--- src/lrukv_pkg.sv ---
// Shared codes and constants for the LRU key-value cache.
package lrukv_pkg;

  // Width of the capacity register.
  localparam int CAP_W = 5;

  // Capacity after reset.
  localparam logic [CAP_W-1:0] CAP_RESET = 5'd16;

  // Request operation codes.
  typedef enum logic {
    FUNC_GET = 1'b0,
    FUNC_PUT = 1'b1
  } func_t;

endpackage

--- src/lru_key_value_cache_unit.sv ---
// Fully associative key-value cache with least-recently-used replacement.
//
// Usage:
//   Requests enter on the in_ channel (valid/ready): in_func selects get or put,
//   in_req_key is the key and in_req_value the value to store on a put. Each
//   request word gives exactly one result word on the out_ channel: out_hit
//   tells whether the key was present, out_read_value carries the stored value
//   on a get hit (zero otherwise) and out_evicted flags a put that pushed out
//   the least recent entry.
//   A word is taken into the input register; the parallel key compare, age
//   update and write across all entries are then combinational and are
//   registered into the result register and the entry store together.
//   Throughput is one word per cycle while the receiver keeps out_ready high.
//   cfg_wr_en with cfg_wr_data sets the capacity; write it only while idle.
//   Reset empties the store and sets the capacity to 16; no clearing pass.
//   When the receiver stalls, the result register holds its word, the input
//   register takes one more word, and then in_ready drops until out_ready.
module lru_key_value_cache_unit #(
  parameter int ENTRIES    = 16,
  parameter int KEY_BITS   = 16,
  parameter int VALUE_BITS = 32
) (
  input  logic                        clk,
  input  logic                        rst_n,
  // Request channel
  input  logic                        in_valid,
  output logic                        in_ready,
  input  logic                        in_func,
  input  logic [KEY_BITS-1:0]         in_req_key,
  input  logic [VALUE_BITS-1:0]       in_req_value,
  // Result channel
  output logic                        out_valid,
  input  logic                        out_ready,
  output logic                        out_hit,
  output logic [VALUE_BITS-1:0]       out_read_value,
  output logic                        out_evicted,
  // Capacity register
  input  logic                        cfg_wr_en,
  input  logic [lrukv_pkg::CAP_W-1:0] cfg_wr_data
);

  localparam int AGE_W = $clog2(ENTRIES);
  localparam int CNT_W = $clog2(ENTRIES + 1);
  localparam int CMP_W = (CNT_W > lrukv_pkg::CAP_W) ? CNT_W : lrukv_pkg::CAP_W;

  // Capacity register.
  logic [lrukv_pkg::CAP_W-1:0] cap_r;

  always_ff @(posedge clk) begin
    if (!rst_n) begin
      cap_r <= lrukv_pkg::CAP_RESET;
    end else if (cfg_wr_en) begin
      cap_r <= cfg_wr_data;
    end
  end

  // Input register stage.
  logic                  s1_valid_r;
  lrukv_pkg::func_t      s1_func_r;
  logic [KEY_BITS-1:0]   s1_key_r;
  logic [VALUE_BITS-1:0] s1_value_r;
  logic                  s1_go;

  assign s1_go    = s1_valid_r && (!out_valid || out_ready);
  assign in_ready = !s1_valid_r || s1_go;

  always_ff @(posedge clk) begin
    if (!rst_n) begin
      s1_valid_r <= 1'b0;
    end else if (in_ready) begin
      s1_valid_r <= in_valid;
    end
  end

  always_ff @(posedge clk) begin
    if (in_ready && in_valid) begin
      s1_func_r  <= lrukv_pkg::func_t'(in_func);
      s1_key_r   <= in_req_key;
      s1_value_r <= in_req_value;
    end
  end

  // Entry storage.
  logic [ENTRIES-1:0]    valid_r, valid_nxt;
  logic [AGE_W-1:0]      age_r     [ENTRIES];
  logic [AGE_W-1:0]      age_nxt   [ENTRIES];
  logic [KEY_BITS-1:0]   key_r     [ENTRIES];
  logic [VALUE_BITS-1:0] value_r   [ENTRIES];
  logic [CNT_W-1:0]      occ_r, occ_nxt;

  // Lookup and replacement choice.
  logic [ENTRIES-1:0]    match;
  logic [ENTRIES-1:0]    lru_oh;
  logic [ENTRIES-1:0]    free_oh;
  logic [ENTRIES-1:0]    wr_oh;
  logic                  hit;
  logic                  is_put;
  logic                  full;
  logic [CMP_W-1:0]      cap_ext;
  logic [CMP_W-1:0]      eff_cap;
  logic [CNT_W-1:0]      occ_m1;
  logic [AGE_W-1:0]      hit_age;
  logic [VALUE_BITS-1:0] hit_value;
  logic                  do_insert;
  logic                  do_evict;
  logic                  do_write;

  assign is_put = (s1_func_r == lrukv_pkg::FUNC_PUT);

  // Capacity of zero acts as one, above the entry count as the entry count.
  always_comb begin
    cap_ext = CMP_W'(cap_r);
    if (cap_ext == '0) begin
      eff_cap = CMP_W'(1);
    end else if (cap_ext > CMP_W'(ENTRIES)) begin
      eff_cap = CMP_W'(ENTRIES);
    end else begin
      eff_cap = cap_ext;
    end
  end

  assign full   = CMP_W'(occ_r) >= eff_cap;
  assign occ_m1 = occ_r - CNT_W'(1);

  // Parallel compare; keys of valid entries are unique, so at most one match.
  always_comb begin
    hit_age   = '0;
    hit_value = '0;
    for (int i = 0; i < ENTRIES; i++) begin
      match[i]  = valid_r[i] && (key_r[i] == s1_key_r);
      lru_oh[i] = valid_r[i] && (CNT_W'(age_r[i]) == occ_m1);
      hit_age   = hit_age   | (age_r[i]   & {AGE_W{match[i]}});
      hit_value = hit_value | (value_r[i] & {VALUE_BITS{match[i]}});
    end
  end

  assign hit = |match;

  // Lowest free entry.
  assign free_oh = ~valid_r & (valid_r + ENTRIES'(1));

  assign do_insert = s1_go && is_put && !hit;
  assign do_evict  = do_insert && full;
  assign do_write  = s1_go && is_put;

  always_comb begin
    if (hit) begin
      wr_oh = match;
    end else if (full) begin
      wr_oh = lru_oh;
    end else begin
      wr_oh = free_oh;
    end
  end

  // Next ages, valid bits and occupancy.
  always_comb begin
    valid_nxt = valid_r;
    occ_nxt   = occ_r;
    for (int i = 0; i < ENTRIES; i++) begin
      age_nxt[i] = age_r[i];
    end
    if (s1_go && hit) begin
      // Touch: entries younger than the hit one age by one.
      for (int i = 0; i < ENTRIES; i++) begin
        if (match[i]) begin
          age_nxt[i] = '0;
        end else if (valid_r[i] && (age_r[i] < hit_age)) begin
          age_nxt[i] = age_r[i] + AGE_W'(1);
        end
      end
    end else if (do_insert) begin
      // Insert as most recent; every other valid entry ages by one.
      for (int i = 0; i < ENTRIES; i++) begin
        if (wr_oh[i]) begin
          age_nxt[i]   = '0;
          valid_nxt[i] = 1'b1;
        end else if (valid_r[i]) begin
          age_nxt[i] = age_r[i] + AGE_W'(1);
        end
      end
      if (!do_evict) begin
        occ_nxt = occ_r + CNT_W'(1);
      end
    end
  end

  always_ff @(posedge clk) begin
    if (!rst_n) begin
      valid_r <= '0;
      occ_r   <= '0;
      for (int i = 0; i < ENTRIES; i++) begin
        age_r[i] <= '0;
      end
    end else begin
      valid_r <= valid_nxt;
      occ_r   <= occ_nxt;
      for (int i = 0; i < ENTRIES; i++) begin
        age_r[i] <= age_nxt[i];
      end
    end
  end

  // Key and value writes; put hit rewrites the same key with the new value.
  always_ff @(posedge clk) begin
    for (int i = 0; i < ENTRIES; i++) begin
      if (do_write && wr_oh[i]) begin
        key_r[i]   <= s1_key_r;
        value_r[i] <= s1_value_r;
      end
    end
  end

  // Result register.
  logic                  out_valid_r;
  logic                  out_hit_r;
  logic [VALUE_BITS-1:0] out_value_r;
  logic                  out_evicted_r;

  always_ff @(posedge clk) begin
    if (!rst_n) begin
      out_valid_r <= 1'b0;
    end else if (s1_go) begin
      out_valid_r <= 1'b1;
    end else if (out_ready) begin
      out_valid_r <= 1'b0;
    end
  end

  always_ff @(posedge clk) begin
    if (s1_go) begin
      out_hit_r     <= hit;
      out_value_r   <= (hit && !is_put) ? hit_value : '0;
      out_evicted_r <= do_evict;
    end
  end

  assign out_valid      = out_valid_r;
  assign out_hit        = out_hit_r;
  assign out_read_value = out_value_r;
  assign out_evicted    = out_evicted_r;

  // Occupancy tracks the valid bits.
  a_occ_count: assert property (@(posedge clk) disable iff (!rst_n)
    $countones(valid_r) == int'(occ_r))
    else $error("occupancy does not match valid entries");

  // Keys of valid entries stay unique.
  a_match_onehot: assert property (@(posedge clk) disable iff (!rst_n)
    s1_valid_r |-> $onehot0(match))
    else $error("more than one entry matches the key");

  // Eviction has exactly one victim when it happens.
  a_lru_onehot: assert property (@(posedge clk) disable iff (!rst_n)
    do_evict |-> $onehot(lru_oh))
    else $error("no single least recent entry to evict");

  // An eviction result never reports a hit.
  a_evict_no_hit: assert property (@(posedge clk) disable iff (!rst_n)
    (out_valid_r && out_evicted_r) |-> !out_hit_r)
    else $error("eviction reported together with a hit");

  // A stalled result word holds.
  a_out_hold: assert property (@(posedge clk) disable iff (!rst_n)
    (out_valid_r && !out_ready) |=> (out_valid_r && $stable(out_hit_r)
      && $stable(out_value_r) && $stable(out_evicted_r)))
    else $error("result word changed while stalled");

endmodule

--- config.mk ---
export PLATFORM = sky130hd
export DESIGN_NAME = lru_key_value_cache_unit
export DESIGN_NICKNAME = d
export VERILOG_FILES = /design/src/lrukv_pkg.sv /design/src/lru_key_value_cache_unit.sv
export SDC_FILE = /design/constraint.sdc
export NUM_CORES = 1
export LEC_CHECK = 0
export CAP_MARGIN = 15
export CORE_MARGIN = 2
export CORE_UTILIZATION = 35
export DETAILED_ROUTE_END_ITERATION = 6
export DONT_BUFFER_PORTS = 1
export SLEW_MARGIN = 15
export SYNTH_ARGS = -nofsm -noshare
export SYNTH_HDL_FRONTEND = slang
export SYNTH_SLANG_ARGS = --single-unit
--- constraint.sdc ---
create_clock -name clk -period 6.1 [get_ports clk]
set_input_delay 0.61 -clock clk [delete_from_list [all_inputs] [get_ports clk]]
set_output_delay 0.61 -clock clk [all_outputs]
set_load 0.02 [all_outputs]
# [Yosys cells after proc, flatten, opt, wreduce, memory -nomap -nowiden]
# Memory sizes are Yosys's and may differ from the RTL's.
# Cells that the tools add are included.
[word_totals] mem_bits_ro=0 output_inout_bits=36 regBits=111 mem_count=3 ramBits=832 word_cells=399 in_bits=59 latch_bits=0
[op_classes] mux=122 n_mul=0 n_div=0 n_bitwise=82 n_reduce_logical=97 n_addsub=19 shifts=0 eq_ne=32 magnitude_cmp=18
[memory_table] memory="value_r" words=16 word_bits=32 read_ports=16 rd_clocked_by_memory_dff=0 wr=16 line="lru_key_value_cache_unit.sv:88" source="logic [VALUE_BITS-1:0] value_r [ENTRIES];"
[memory_table] memory="key_r" words=16 word_bits=16 read_ports=16 rd_clocked_by_memory_dff=0 wr=16 line="lru_key_value_cache_unit.sv:87" source="logic [KEY_BITS-1:0] key_r [ENTRIES];"
[memory_table] memory="age_r" words=16 word_bits=4 read_ports=16 rd_clocked_by_memory_dff=0 wr=16 line="lru_key_value_cache_unit.sv:85" source="logic [AGE_W-1:0] age_r [ENTRIES];"
[ops] cell="32-bit AND" count=16
[ops] cell="32-bit bitwise OR" count=15
[ops] cell="4-bit two-way mux" count=80
[ops] cell="16-bit equality test" count=16
[ops] cell="64-bit two-way mux" count=2
[ops] cell="4-bit by 5-bit equality test with 1-bit output" count=16
[ops] cell="1-bit logical AND" count=71
[ops] cell="4-bit by 1-bit adder with 4-bit output, second input constant" count=16
[ops] cell="4-bit AND" count=16
[ops] cell="4-bit less-than comparator" count=16
[ops] cell="4-bit bitwise OR" count=15
[ops] cell="3-bit AND reduction" count=17
[ops] cell="1-bit two-way mux" count=36
[ops] cell="16-bit two-way mux" count=2
[ops] cell="16-bit by 1-bit adder with 16-bit output, second input constant" count=1
[ops] cell="16-bit AND" count=1
[ops] cell="16-bit NOT" count=1
[ops] cell="1-bit bitwise OR" count=16
[ops] cell="16-bit OR reduction" count=1
[ops] cell="5-bit two-way mux" count=2
[ops] cell="5-bit by 1-bit adder with 5-bit output, second input constant" count=1
[ops] cell="5-bit greater-or-equal comparator" count=1
[ops] cell="5-bit > comparator, second input constant" count=1
[ops] cell="5-bit zero test" count=1
[ops] cell="other kinds (5)" count=10

# [Depth between registers and ports, before layout]
[depth] ltp_word=24 mapped_depth=19 mapped_depth_nobuf=15

# [Least setup slack after synthesis]
# Ideal clock, no wire load.
[synth_path] kind="reg-to-reg" from="register occ_r[0]" to="memory key_r[7][0], in the netlist key_r[0][112] (enable)" t_required_ns=5.631 path_slack_ns=-0.046 period_less_slack_ns=6.146 arrival_ns=5.676 stages_incl_launch_ff=13 cell_sequence="dfxtp_1 clkbuf_1 buf_1 inv_1 ha_1 clkbuf_1 clkbuf_1 xor2_1 nand3_1 or4_1 o21ai_0 nand2_1 a21oi_1"
[synth_lines] item="start: declaration" line="lru_key_value_cache_unit.sv:89" source="logic [CNT_W-1:0] occ_r, occ_nxt;"
[synth_lines] item="start signal: assignment" line="lru_key_value_cache_unit.sv:197" source="occ_r <= occ_nxt;"
[synth_lines] item="end: declaration" line="lru_key_value_cache_unit.sv:87"

==> impl_metrics.csv <==
group,metric,value,unit
global_routing,grtUsageTotal,20.9,%
synth,synth_warnings,0,
clock_tree,clk_pin_slew,0.06,ns
worst_setup_path,timing.rr.end,"age_r[1][11]",
floorplan,die_y,346,um
route,drt-initial-drc-count,2956,
route,wl_per_cell,28.2,um
synth,synthCells,2888,
worst_hold_path,min_path_cells,0,
worst_setup_path,critPathArrivalTime,5.76,ns
clock_tree,post_cts.repair.setup_buffers,0,
floorplan,start_util,35.2,%
sta,hold_violations,0,
finish,fillers,10534,
clock_tree,clkSinkCount,943,
clock_tree,clkLatencyLatePin,0.70,ns
worst_setup_path,cp-startpoint,"s1_key_r[4]",
finish,final_core_util,40.0,%
synth,yosysTopAreaCell,"edfxtp_1",
route,ant_nets,0,
sta,max_slew.worst_pin.slew,1.21,ns
sta,fin_crit,5.16,ns
sta,post-route-period-util,84.6,%
clock_tree,cts_buffers,99,
floorplan,boundaryPins,95,
worst_setup_path,reg2reg_depth,17,
worst_setup_path,endpoint_kind,"flip-flop",
placement,dp_hpwl,79100,um
floorplan,die_w,346,um
clock_tree,postCtsHoldBufs,16,
worst_hold_path,min_from,"in_req_value[27]",
status,outcome,"completed",
worst_setup_path,cp-start-kind,"flip-flop",
pwr,ir_drop,0.000257,V
sta,rsz0062_at_grt,"false",
worst_setup_path,crit_type,"flip-flop to flip-flop",
sta,tns,0,ns
clock_tree,cts_root_buf,"clkbuf_16",
sta,fmax,0.194,GHz
sta,skew,0.0383,ns
floorplan,core,0.116,mm2
floorplan,fp.dieArea,0.119,mm2
global_routing,grt_pass1_wl,184000,um
route,vias_per_cell,5.74,
sta,slew_viol_final,0,
clock_tree,cts_tree,"built",
run,cap_violations,0,
worst_hold_path,hp-class,"primary input to flip-flop",
finish,drive_gt1_share,11.5,%
synth,synthArstFlopShare,0,%
synth,ys_seq_area_share,67.1,%
clock_tree,clock_tree.buffer_depth,3,
worst_setup_path,r2r-start,"s1_key_r[4]",
sta,finalSetupViolCount,0,
worst_hold_path,hold_path_end,"s1_value_r[27]",
global_routing,grt_max_degree,63,
global_routing,overflow,0,
sta,slew_headroom,19.5,%
floorplan,floorplan.rows,125,
synth,synth_seq_cells,943,
worst_setup_path,critPathRequiredTime,6.70,ns
synth,synth_area,0.0408,mm2
route,via_count,26078,
clock_tree,cts-htree-levels,3,
finish,final_nets,3034,
finish,syn_to_final_growth,13.4,%
pwr,p_leak,0.0143,uW
worst_setup_path,critPathMaxFanout,22,
global_routing,grt_pass1_vias,24979,
placement,portBuffers,0,
synth,synth_cell_types,96,
placement,pre_cts_slack,1.04,ns
clock_tree,ctsResizeCount,0,
sta,setup_slack,0.942,ns
global_routing,antenna_found_initial,13,
route,wirelength,128000,um
synth,synth_area_leaders,"edfxtp_1 (63%), xnor2_1 (5.9%), dfxtp_1 (4.5%), a221oi_1 (2.1%), a22o_1 (2.1%)",
pwr,power.density,293,mW/mm2
synth,syn_avg_cell_area,14.1,um2
worst_setup_path,reg2reg_slack,0.94,ns
synth,synth_edf_count,851,
route,dr.pass1.iters,6,
synth,synth.net_count,2986,
route,drc_errors,0,
placement,place_congestion,0.999,
synth,yosys.area.top_type_share,62.6,%
synth,ys.flop_type,"edfxtp_1",
-- critical path, stage by stage, from the launching register on --
cell	delay, ns
edfxtp_1	1.15
buf_4	0.34
xnor2_1	0.11
nand4_1	0.12
nor4_2	0.09
and2_2	0.29
a22o_1	0.20
a221oi_1	0.22
nand3_1	0.13
nor2_1	0.46
buf_4	0.32
ha_1	0.26
inv_1	0.06
a211oi_1	0.05
a2111oi_2	0.49
o21ai_0	0.18
or4_1	0.51
o21ai_1	0.08
-- sequential cells by signal (all words and copies together) (netlist names), 5 cells and up --
name and count:
cap_ext 5, valid_r 16, occ_r 5, age_r 64
s1_key_r 16, out_read_value 32, value_r 512, key_r 256
s1_value_r 32
-- synth_stat cells, types with 23 or more instances --
cell type and count:
nand2_1 123, nor3_1 46, nor2_1 119, xor2_1 47, ha_1 39, a32oi_1 36
a221oi_1 99, a22o_1 99, inv_1 67, edfxtp_1 851, dfxtp_1 92, o21ai_0 38
xnor2_1 273, clkbuf_1 100, nand3_1 117, a22oi_1 83, and3_1 43, a31oi_1 47
nand4_1 85, and2_1 32, a21oi_1 74, buf_6 23
-- power by group --
part           switching (uW)  leakage, uW  internal, uW
Combinational             231      0.00424           120
Sequential               99.7      0.00845          7090
Clock                    2600      0.00159          3410
Total                    2930       0.0143         10600
-- cells in the final DEF, fill, tap and decap left out, types with 66 or more instances in the layout --
cell type  instances
a221oi_1          99
xnor2_1          273
edfxtp_1         851
a21oi_1           73
a22o_1            99
a22oi_1           83
nand2_1          122
nor2_1           107
buf_4             92
nand4_1           85
dfxtp_1           92
inv_1             66
nand3_1          117
clkbuf_16        102
-- cell type report --
type                    count  area, um2  area share [%]
multi-input cells        1703      12400            26.7
repair buffers            121       1110            2.40
flip-flops and latches    943      27400            59.2
clock buffers             118       2640            5.70
inverters                  68        255           0.551
well taps                1524       1910            4.12
diodes                      6       15.0          0.0324
clock inverters            61        616            1.33
-- metrics by stage --
| step | total power [uW] | hold slack (ns) | instance area, um2 | instances |
|---|---|---|---|---|
| final | 13500 | 0.0314 | 46300 | 4544 |
| after floorplan | 7530 | 0.461 | 40800 | 2888 |
| after global placement | 7660 | 0.491 | 42900 | 4343 |
| after detailed placement | 7670 | 0.497 | 42900 | 4343 |
| after CTS | 13600 | 0.00100 | 46300 | 4538 |
| after global routing | 13900 | 0.00638 | 46300 | 4539 |
-- metal layers --
metal,wire length (um),track usage [%],vias up
li1,-,-,11420
met1,54700,29.2,13176
met2,58100,32.9,1223
met3,10900,4.09,247
met4,4150,6.61,12
met5,72,0,-
-- logic make-up after synthesis --
family / Yosys count / synth area share (%)
xor+xnor: 325 / 7.06
buf+inv: 242 / 2.96
compound gates: 614 / 11.6
simple gates: 698 / 9.40
fa+ha+maj: 50 / 1.46
flops: 943 / 67.1
mux: 16 / 0.398
-- worst max path at each step --
stage | cells after the start | end
finish | 17 | age_r[1][11]
global route | 17 | age_r[1][11]
CTS | 17 | age_r[1][11]
detailed placement | 17 | age_r[1][11]
global placement | 17 | age_r[1][11]
floorplan | 11 | key_r[0][16]
Power figures use the tool's default switching activity.
